--- config.mk ---
export PLATFORM = sky130hd
export DESIGN_NAME = ivs_sel
export DESIGN_NICKNAME = d
export VERILOG_FILES = /design/src/rtl/core/ivs_pkg.sv /design/src/rtl/core/ivs_sel.sv
export SDC_FILE = /design/constraint.sdc
export NUM_CORES = 1
export LEC_CHECK = 0
export ABC_AREA = 0
export BUFFER_PORTS_ARGS = -buffer_cell sky130_fd_sc_hd__buf_2
export CAP_MARGIN = 40
export CELL_PAD_IN_SITES_DETAIL_PLACEMENT = 1
export CELL_PAD_IN_SITES_GLOBAL_PLACEMENT = 1
export CORE_ASPECT_RATIO = 1.4
export CORE_MARGIN = 2
export CORE_UTILIZATION = 48
export CTS_CLUSTER_SIZE = 25
export DETAILED_ROUTE_END_ITERATION = 7
export PLACE_DENSITY = 0.93
export SLEW_MARGIN = 20
export SYNTH_ARGS = -nofsm -noshare
export SYNTH_HDL_FRONTEND = slang
export SYNTH_SLANG_ARGS = --single-unit
--- constraint.sdc ---
create_clock -name clk_i -period 10.75 [get_ports clk_i]
set_input_delay 3.225 -clock clk_i [delete_from_list [all_inputs] [get_ports clk_i]]
set_output_delay 3.225 -clock clk_i [all_outputs]
set_load 0.05 [all_outputs]
--- src/rtl/core/ivs_pkg.sv ---
// Package for the greedy interval scheduler: sizes, field widths, codes,
// state types and the control structs shared by the sequencer and the top level.
// No dependencies.
package ivs_pkg;

  // Capacity and field sizes.
  localparam int unsigned MAX_INTERVALS = 1024;
  localparam int unsigned COORD_W       = 24;
  localparam int unsigned ADDR_W        = $clog2(MAX_INTERVALS);
  localparam int unsigned CNT_W         = $clog2(MAX_INTERVALS + 1);
  localparam int unsigned POS_W         = 10;
  localparam int unsigned IV_W          = 2 * COORD_W;

  // Stream data widths, padded to whole bytes.
  localparam int unsigned IN_FIELDS_W   = 2 * COORD_W + POS_W;
  localparam int unsigned IN_TDATA_W    = ((IN_FIELDS_W + 7) / 8) * 8;
  localparam int unsigned OUT_FIELDS_W  = 2 * CNT_W + 2;
  localparam int unsigned OUT_TDATA_W   = ((OUT_FIELDS_W + 7) / 8) * 8;

  // Item kind carried on tuser.
  localparam logic KIND_LOAD = 1'b0;
  localparam logic KIND_READ = 1'b1;

  // Top-level control states.
  typedef enum logic [1:0] {
    TOP_IDLE,
    TOP_SEL,
    TOP_RESULT
  } top_state_e;

  // Selection sequencer states.
  typedef enum logic [1:0] {
    SEL_IDLE,
    SEL_SCAN,
    SEL_COMMIT
  } sel_state_e;

  // Start request from the top level to the sequencer.
  typedef struct packed {
    logic             start;
    logic [CNT_W-1:0] n;
  } sel_ctrl_t;

  // Status from the sequencer back to the top level.
  typedef struct packed {
    logic             done;
    logic [CNT_W-1:0] count;
  } sel_stat_t;

endpackage

--- src/rtl/core/ivs_sel.sv ---
// Selection sequencer: repeated passes over the interval memory, each pass
// finding the next interval in (end, arrival) order that fits, and writing
// its number to the chosen-list memory. Depends on ivs_pkg.
module ivs_sel (
  input  logic                      clk_i,
  input  logic                      rst_ni,
  input  ivs_pkg::sel_ctrl_t        ctrl_i,
  output ivs_pkg::sel_stat_t        stat_o,
  output logic                      iv_re_o,
  output logic [ivs_pkg::ADDR_W-1:0] iv_raddr_o,
  input  logic [ivs_pkg::IV_W-1:0]  iv_rdata_i,
  output logic                      ch_we_o,
  output logic [ivs_pkg::ADDR_W-1:0] ch_waddr_o,
  output logic [ivs_pkg::ADDR_W-1:0] ch_wdata_o
);
  import ivs_pkg::*;

  sel_state_e         state_q, state_d;
  logic [CNT_W-1:0]   n_q, n_d;
  logic [CNT_W-1:0]   iss_q, iss_d;
  logic               v_q, v_d;
  logic [ADDR_W-1:0]  ev_idx_q, ev_idx_d;
  logic               found_q, found_d;
  logic [COORD_W-1:0] best_end_q, best_end_d;
  logic [ADDR_W-1:0]  best_idx_q, best_idx_d;
  logic               have_last_q, have_last_d;
  logic [COORD_W-1:0] last_end_q, last_end_d;
  logic [ADDR_W-1:0]  last_idx_q, last_idx_d;
  logic [CNT_W-1:0]   cnt_q, cnt_d;

  logic               issue;
  logic [COORD_W-1:0] ev_begin;
  logic [COORD_W-1:0] ev_end;
  logic               after_last;
  logic               better;

  // Fields of the interval word read in the previous cycle.
  assign ev_begin = iv_rdata_i[COORD_W-1:0];
  assign ev_end   = iv_rdata_i[IV_W-1:COORD_W];

  // A candidate must sort after the last chosen interval and begin no
  // earlier than its end; in the first pass every interval is a candidate.
  assign after_last = !have_last_q ||
                      ((ev_begin >= last_end_q) &&
                       ((ev_end > last_end_q) ||
                        ((ev_end == last_end_q) && (ev_idx_q > last_idx_q))));

  // Entries arrive in increasing order, so a tie keeps the earlier one.
  assign better = !found_q || (ev_end < best_end_q);

  // Next state.
  always_comb begin
    state_d = state_q;
    unique case (state_q)
      SEL_IDLE: begin
        if (ctrl_i.start) begin
          state_d = SEL_SCAN;
        end
      end
      SEL_SCAN: begin
        if ((iss_q == n_q) && !v_q) begin
          state_d = SEL_COMMIT;
        end
      end
      SEL_COMMIT: begin
        state_d = found_q ? SEL_SCAN : SEL_IDLE;
      end
      default: begin
        state_d = SEL_IDLE;
      end
    endcase
  end

  // Outputs.
  always_comb begin
    issue        = 1'b0;
    ch_we_o      = 1'b0;
    stat_o.done  = 1'b0;
    stat_o.count = cnt_q;
    unique case (state_q)
      SEL_IDLE: begin
      end
      SEL_SCAN: begin
        issue = (iss_q < n_q);
      end
      SEL_COMMIT: begin
        ch_we_o     = found_q;
        stat_o.done = !found_q;
      end
      default: begin
      end
    endcase
  end

  assign iv_re_o      = issue;
  assign iv_raddr_o   = iss_q[ADDR_W-1:0];
  assign ch_waddr_o   = cnt_q[ADDR_W-1:0];
  assign ch_wdata_o   = best_idx_q;

  // Datapath updates.
  always_comb begin
    n_d         = n_q;
    iss_d       = iss_q;
    v_d         = 1'b0;
    ev_idx_d    = ev_idx_q;
    found_d     = found_q;
    best_end_d  = best_end_q;
    best_idx_d  = best_idx_q;
    have_last_d = have_last_q;
    last_end_d  = last_end_q;
    last_idx_d  = last_idx_q;
    cnt_d       = cnt_q;
    if ((state_q == SEL_IDLE) && ctrl_i.start) begin
      n_d         = ctrl_i.n;
      iss_d       = '0;
      found_d     = 1'b0;
      have_last_d = 1'b0;
      cnt_d       = '0;
    end
    if (state_q == SEL_SCAN) begin
      v_d      = issue;
      ev_idx_d = iss_q[ADDR_W-1:0];
      if (issue) begin
        iss_d = iss_q + CNT_W'(1);
      end
      if (v_q && after_last && better) begin
        found_d    = 1'b1;
        best_end_d = ev_end;
        best_idx_d = ev_idx_q;
      end
    end
    if ((state_q == SEL_COMMIT) && found_q) begin
      cnt_d       = cnt_q + CNT_W'(1);
      last_end_d  = best_end_q;
      last_idx_d  = best_idx_q;
      have_last_d = 1'b1;
      found_d     = 1'b0;
      iss_d       = '0;
    end
  end

  // Control registers.
  always_ff @(posedge clk_i or negedge rst_ni) begin
    if (!rst_ni) begin
      state_q     <= SEL_IDLE;
      n_q         <= '0;
      iss_q       <= '0;
      v_q         <= 1'b0;
      found_q     <= 1'b0;
      have_last_q <= 1'b0;
      cnt_q       <= '0;
    end else begin
      state_q     <= state_d;
      n_q         <= n_d;
      iss_q       <= iss_d;
      v_q         <= v_d;
      found_q     <= found_d;
      have_last_q <= have_last_d;
      cnt_q       <= cnt_d;
    end
  end

  // Payload registers.
  always_ff @(posedge clk_i) begin
    ev_idx_q   <= ev_idx_d;
    best_end_q <= best_end_d;
    best_idx_q <= best_idx_d;
    last_end_q <= last_end_d;
    last_idx_q <= last_idx_d;
  end

endmodule

==> results.txt <==
The run finished with clean final reports. The number of antenna diodes in the final layout is 0. The relative area change from synthesis to final layout works out to 19.3%. Root cell of the clock tree: sky130_fd_sc_hd__clkbuf_16.

Setup repair after global routing left no endpoint under its margin. In this run the worst hold path is classified as reg2reg. Between clock sinks in the finished design, the worst skew comes to 0.0116 ns.

The fraction of layout cells with a size suffix above 1 is 0.210, and the via count of the first global-routing pass is 5524. After clock tree synthesis, the clock-pin slew on the worst setup and hold paths is 0.05 ns. At the end of the flow, the number of nets in the layout was 838. Entering global routing, the biggest net connects 46 pins. The worst-case IR drop observed on VDD is 0.111 mV. For the initial DRC count, the log shows 206. The final-report max-slew violation count is 0. For the pin with the worst max-slew slack, the measured transition is 0.714 ns.

The synthesized instance count came out at 578. Worst hold path startpoint: best_end_q[3]. The type of the worst setup path is reg2out. Summed over all layers, the global routing overflow is 0.

The logs give 0.510 for the part of the Yosys area used for sequential elements and 4949 for the total vias in the final route. The count of buffering cells on the critical path with inverters included was 2. The run gives 0 as the initial antenna violation count. For this run, the detailed router's first-pass iteration total came to 5. Height of the chip: 141 um.

Summed over all instances, the cell type with the most area after synthesis is sky130_fd_sc_hd__edfxtp_1. Once placement completed, the tool counted placed cells totaling 842. Counting along the longest clock path gives a buffer depth of 2. The kind of end point of the critical path was a primary output.

Walking the worst path, the cells encountered are ha_1 > a21oi_1 > o2111ai_4 > o41ai_4 > buf_4 > buf_2. The share of flip-flops with an asynchronous set or reset after synthesis is 0.328, and the effective utilization at floorplan is 0.487. The tools report the max-cap violation count as 0. Along the worst path, the maximum fanout reaches 18. The final count of hold timing violations is 0.

For this design, the slowest cell found on the critical path is sky130_fd_sc_hd__dfrtp_1. In this run the static leakage power is 3.66 nW. The total power divided by cell area is 147 nW/um^2, and the headroom to the max-slew limit is 0.518. Routability-driven placement finished with a final weighted congestion of 0.893. After synthesis, the netlist uses 51 different library cells.

After synthesis, the cell types taking the most area are sky130_fd_sc_hd__edfxtp_1 36%, sky130_fd_sc_hd__ha_1 18%, sky130_fd_sc_hd__dfrtp_1 15%. The horizontal extent of the die was 102 um. The worst register-to-register path ends at ch_wdata_o[2]. During placement, the flow inserted port buffers numbering 105. Setup violations remaining at the end of the flow were counted as 0.

For this run, the slowest stage of the critical path takes 0.46 ns. The smallest clock period supported by the final layout is computed as 5.80 ns. The maximum frequency from static timing analysis is 0.172 GHz.

For the first-pass GRT wire length, the log shows 28.9 mm. For the post-cts sizing count, the log shows 0. The full die area came out at 14400 sq um. STA puts the critical path data required time at 7.53 ns. For the reg2reg setup slack, the log shows 7.67 ns. After synthesis, the most frequently instantiated cells are 94 x sky130_fd_sc_hd__ha_1, 78 x sky130_fd_sc_hd__edfxtp_1, 73 x sky130_fd_sc_hd__inv_1. Destination of the worst hold path: last_end_q[3]. For this run, design rule violations remaining after detail routing come to 0. For the total track usage, the log shows 0.266. The clock network latency to the later pin of the worst-skew pair was 0.41 ns; the count of cells along the worst register-to-register path was 8. In this run the post-CTS setup repair buffer count came out at 0.

In this run the cell area of the synthesized design comes to 6460 sq um. Yosys instantiated no cell more often than sky130_fd_sc_hd__ha_1. Synthesis produced a netlist with a net count of 734. The half-perimeter wire length after placement came out at 13.0 mm.

Top-area cell type share of the netlist area: 0.363. The worst register-to-register path begins at ev_idx_q[5]. The via-per-instance ratio was 5.64.

TritonCTS built the clock tree. The period utilization is 0.540. The post-synthesis average cell area was 11.2 sq um.

The kind of cell with the highest combined delay along the critical path is compound AO/OA/AOI/OAI gates. At the worst endpoint, the arrival time is 2.58 ns. The number of warnings reported in the yosys synthesis log was 0; the number of storage elements in the synthesis netlist was 116.

For this design, the CTS-stage hold fixing added 0 buffers. The routed length per instance works out to 21.0 um. The final cell count without fillers was 877.

Buffers inserted during clock tree synthesis total 17. Along the worst hold path, the cell count comes to 0. In this run the remaining antenna-violating nets after routing total 0.

Commonest register cell after synthesis: sky130_fd_sc_hd__edfxtp_1. For the CTS H-tree depth, the log shows 4. For the number of I/O pins, the log shows 106. After floorplanning, the core was divided into 50 placement rows. The core occupancy in the finished layout is 0.581, and the count of flip-flops with a built-in enable after synthesis is 78. The routed design has 18.4 mm of wire. The sum of negative setup slack is 0 ns. The tools report the nature of the critical path startpoint as a flop. The core region area was 13300 sq um. Total number of clock tree sinks: 116.
where the power goes:
part	total, W	switching [W]	internal (W)
logic	0.0000700	0.0000424	0.0000276
registers	0.000484	0.00000253	0.000482
clock network	0.000579	0.000196	0.000383
total	0.00113	0.000241	0.000892
sequential cells by signal, summed over array words and instances (netlist names), 10 cells and up:
name        cells
best_end_q     24
ch_wdata_o     10
cnt_q          11
ev_idx_q       10
iss_q          11
last_end_q     24
last_idx_q     10
n_q            11
routing by layer:
layer / vias to the layer above / routed length [um] / track usage
li1: 2279 / - / -
met1: 2458 / 6860 / 0.295
met2: 168 / 10200 / 0.494
met3: 44 / 782 / 0.0456
met4: 0 / 544 / 0.107
met5: - / 0 / 0
through the flow:
stage / setup WS (ns) / total power, W / hold WS [ns] / cell area, sq um
after floorplan: 3.59 / 0.000524 / 0.426 / 6460
after global placement: 4.57 / 0.000550 / 0.433 / 7050
after detailed placement: 4.33 / 0.000558 / 0.436 / 7060
after CTS: 4.70 / 0.00114 / 0.449 / 7660
after global routing: 4.81 / 0.00116 / 0.456 / 7700
final: 4.95 / 0.00113 / 0.450 / 7700
cell type report:
| type | count | area [sq um] |
|---|---|---|
| fill | 1488 | 5560 |
| clock inverter | 13 | 164 |
| sequential | 116 | 3290 |
| inverter | 73 | 274 |
| clock buffer | 19 | 433 |
| timing repair buffer | 113 | 606 |
| multi-input combinational | 361 | 2700 |
| tap | 182 | 228 |
cell families after synthesis:
logic type                 after synthesis  synth area share
and+or+nand+nor                        149             0.114
DFF                                    116             0.510
AOI/OAI and AO/OA                      108             0.106
buffers and inverters                  101            0.0721
adders and majority gates               94             0.182
muxes                                    9            0.0141
xor gates and xnor gates                 1           0.00136
cells in the final DEF (no fill, tap or decap), drive strengths merged, types with 4 or more instances in the layout:
cell and count:
a211oi 7, nand2 51, nand3 15, and4 4, buf 113, and3 8, nand2b 5, nor2 29
inv 73, nand4 16, and2 4, mux2i 8, edfxtp 78, clkinv 8, o31ai 4, clkbuf 19
nor3 4, ha 94, dfrtp 38, bufinv 4, o21ai 40, a21oi 29
worst max path at each step:
| stage | startpoint | endpoint | slack [ns] | cells after the start |
|---|---|---|---|---|
| floorplan | iv_rdata_i[22] | best_end_q[0] | 3.59 | 7 |
| global placement | iv_rdata_i[23] | ch_wdata_o[4] | 4.57 | 9 |
| detailed placement | iv_rdata_i[23] | ch_wdata_o[5] | 4.33 | 9 |
| CTS | iv_rdata_i[23] | ch_wdata_o[2] | 4.70 | 9 |
| global route | iss_q[8] | iv_re_o | 4.81 | 6 |
| finish | iss_q[8] | iv_re_o | 4.95 | 6 |
Note: power is estimated with default switching activity, not from simulation.
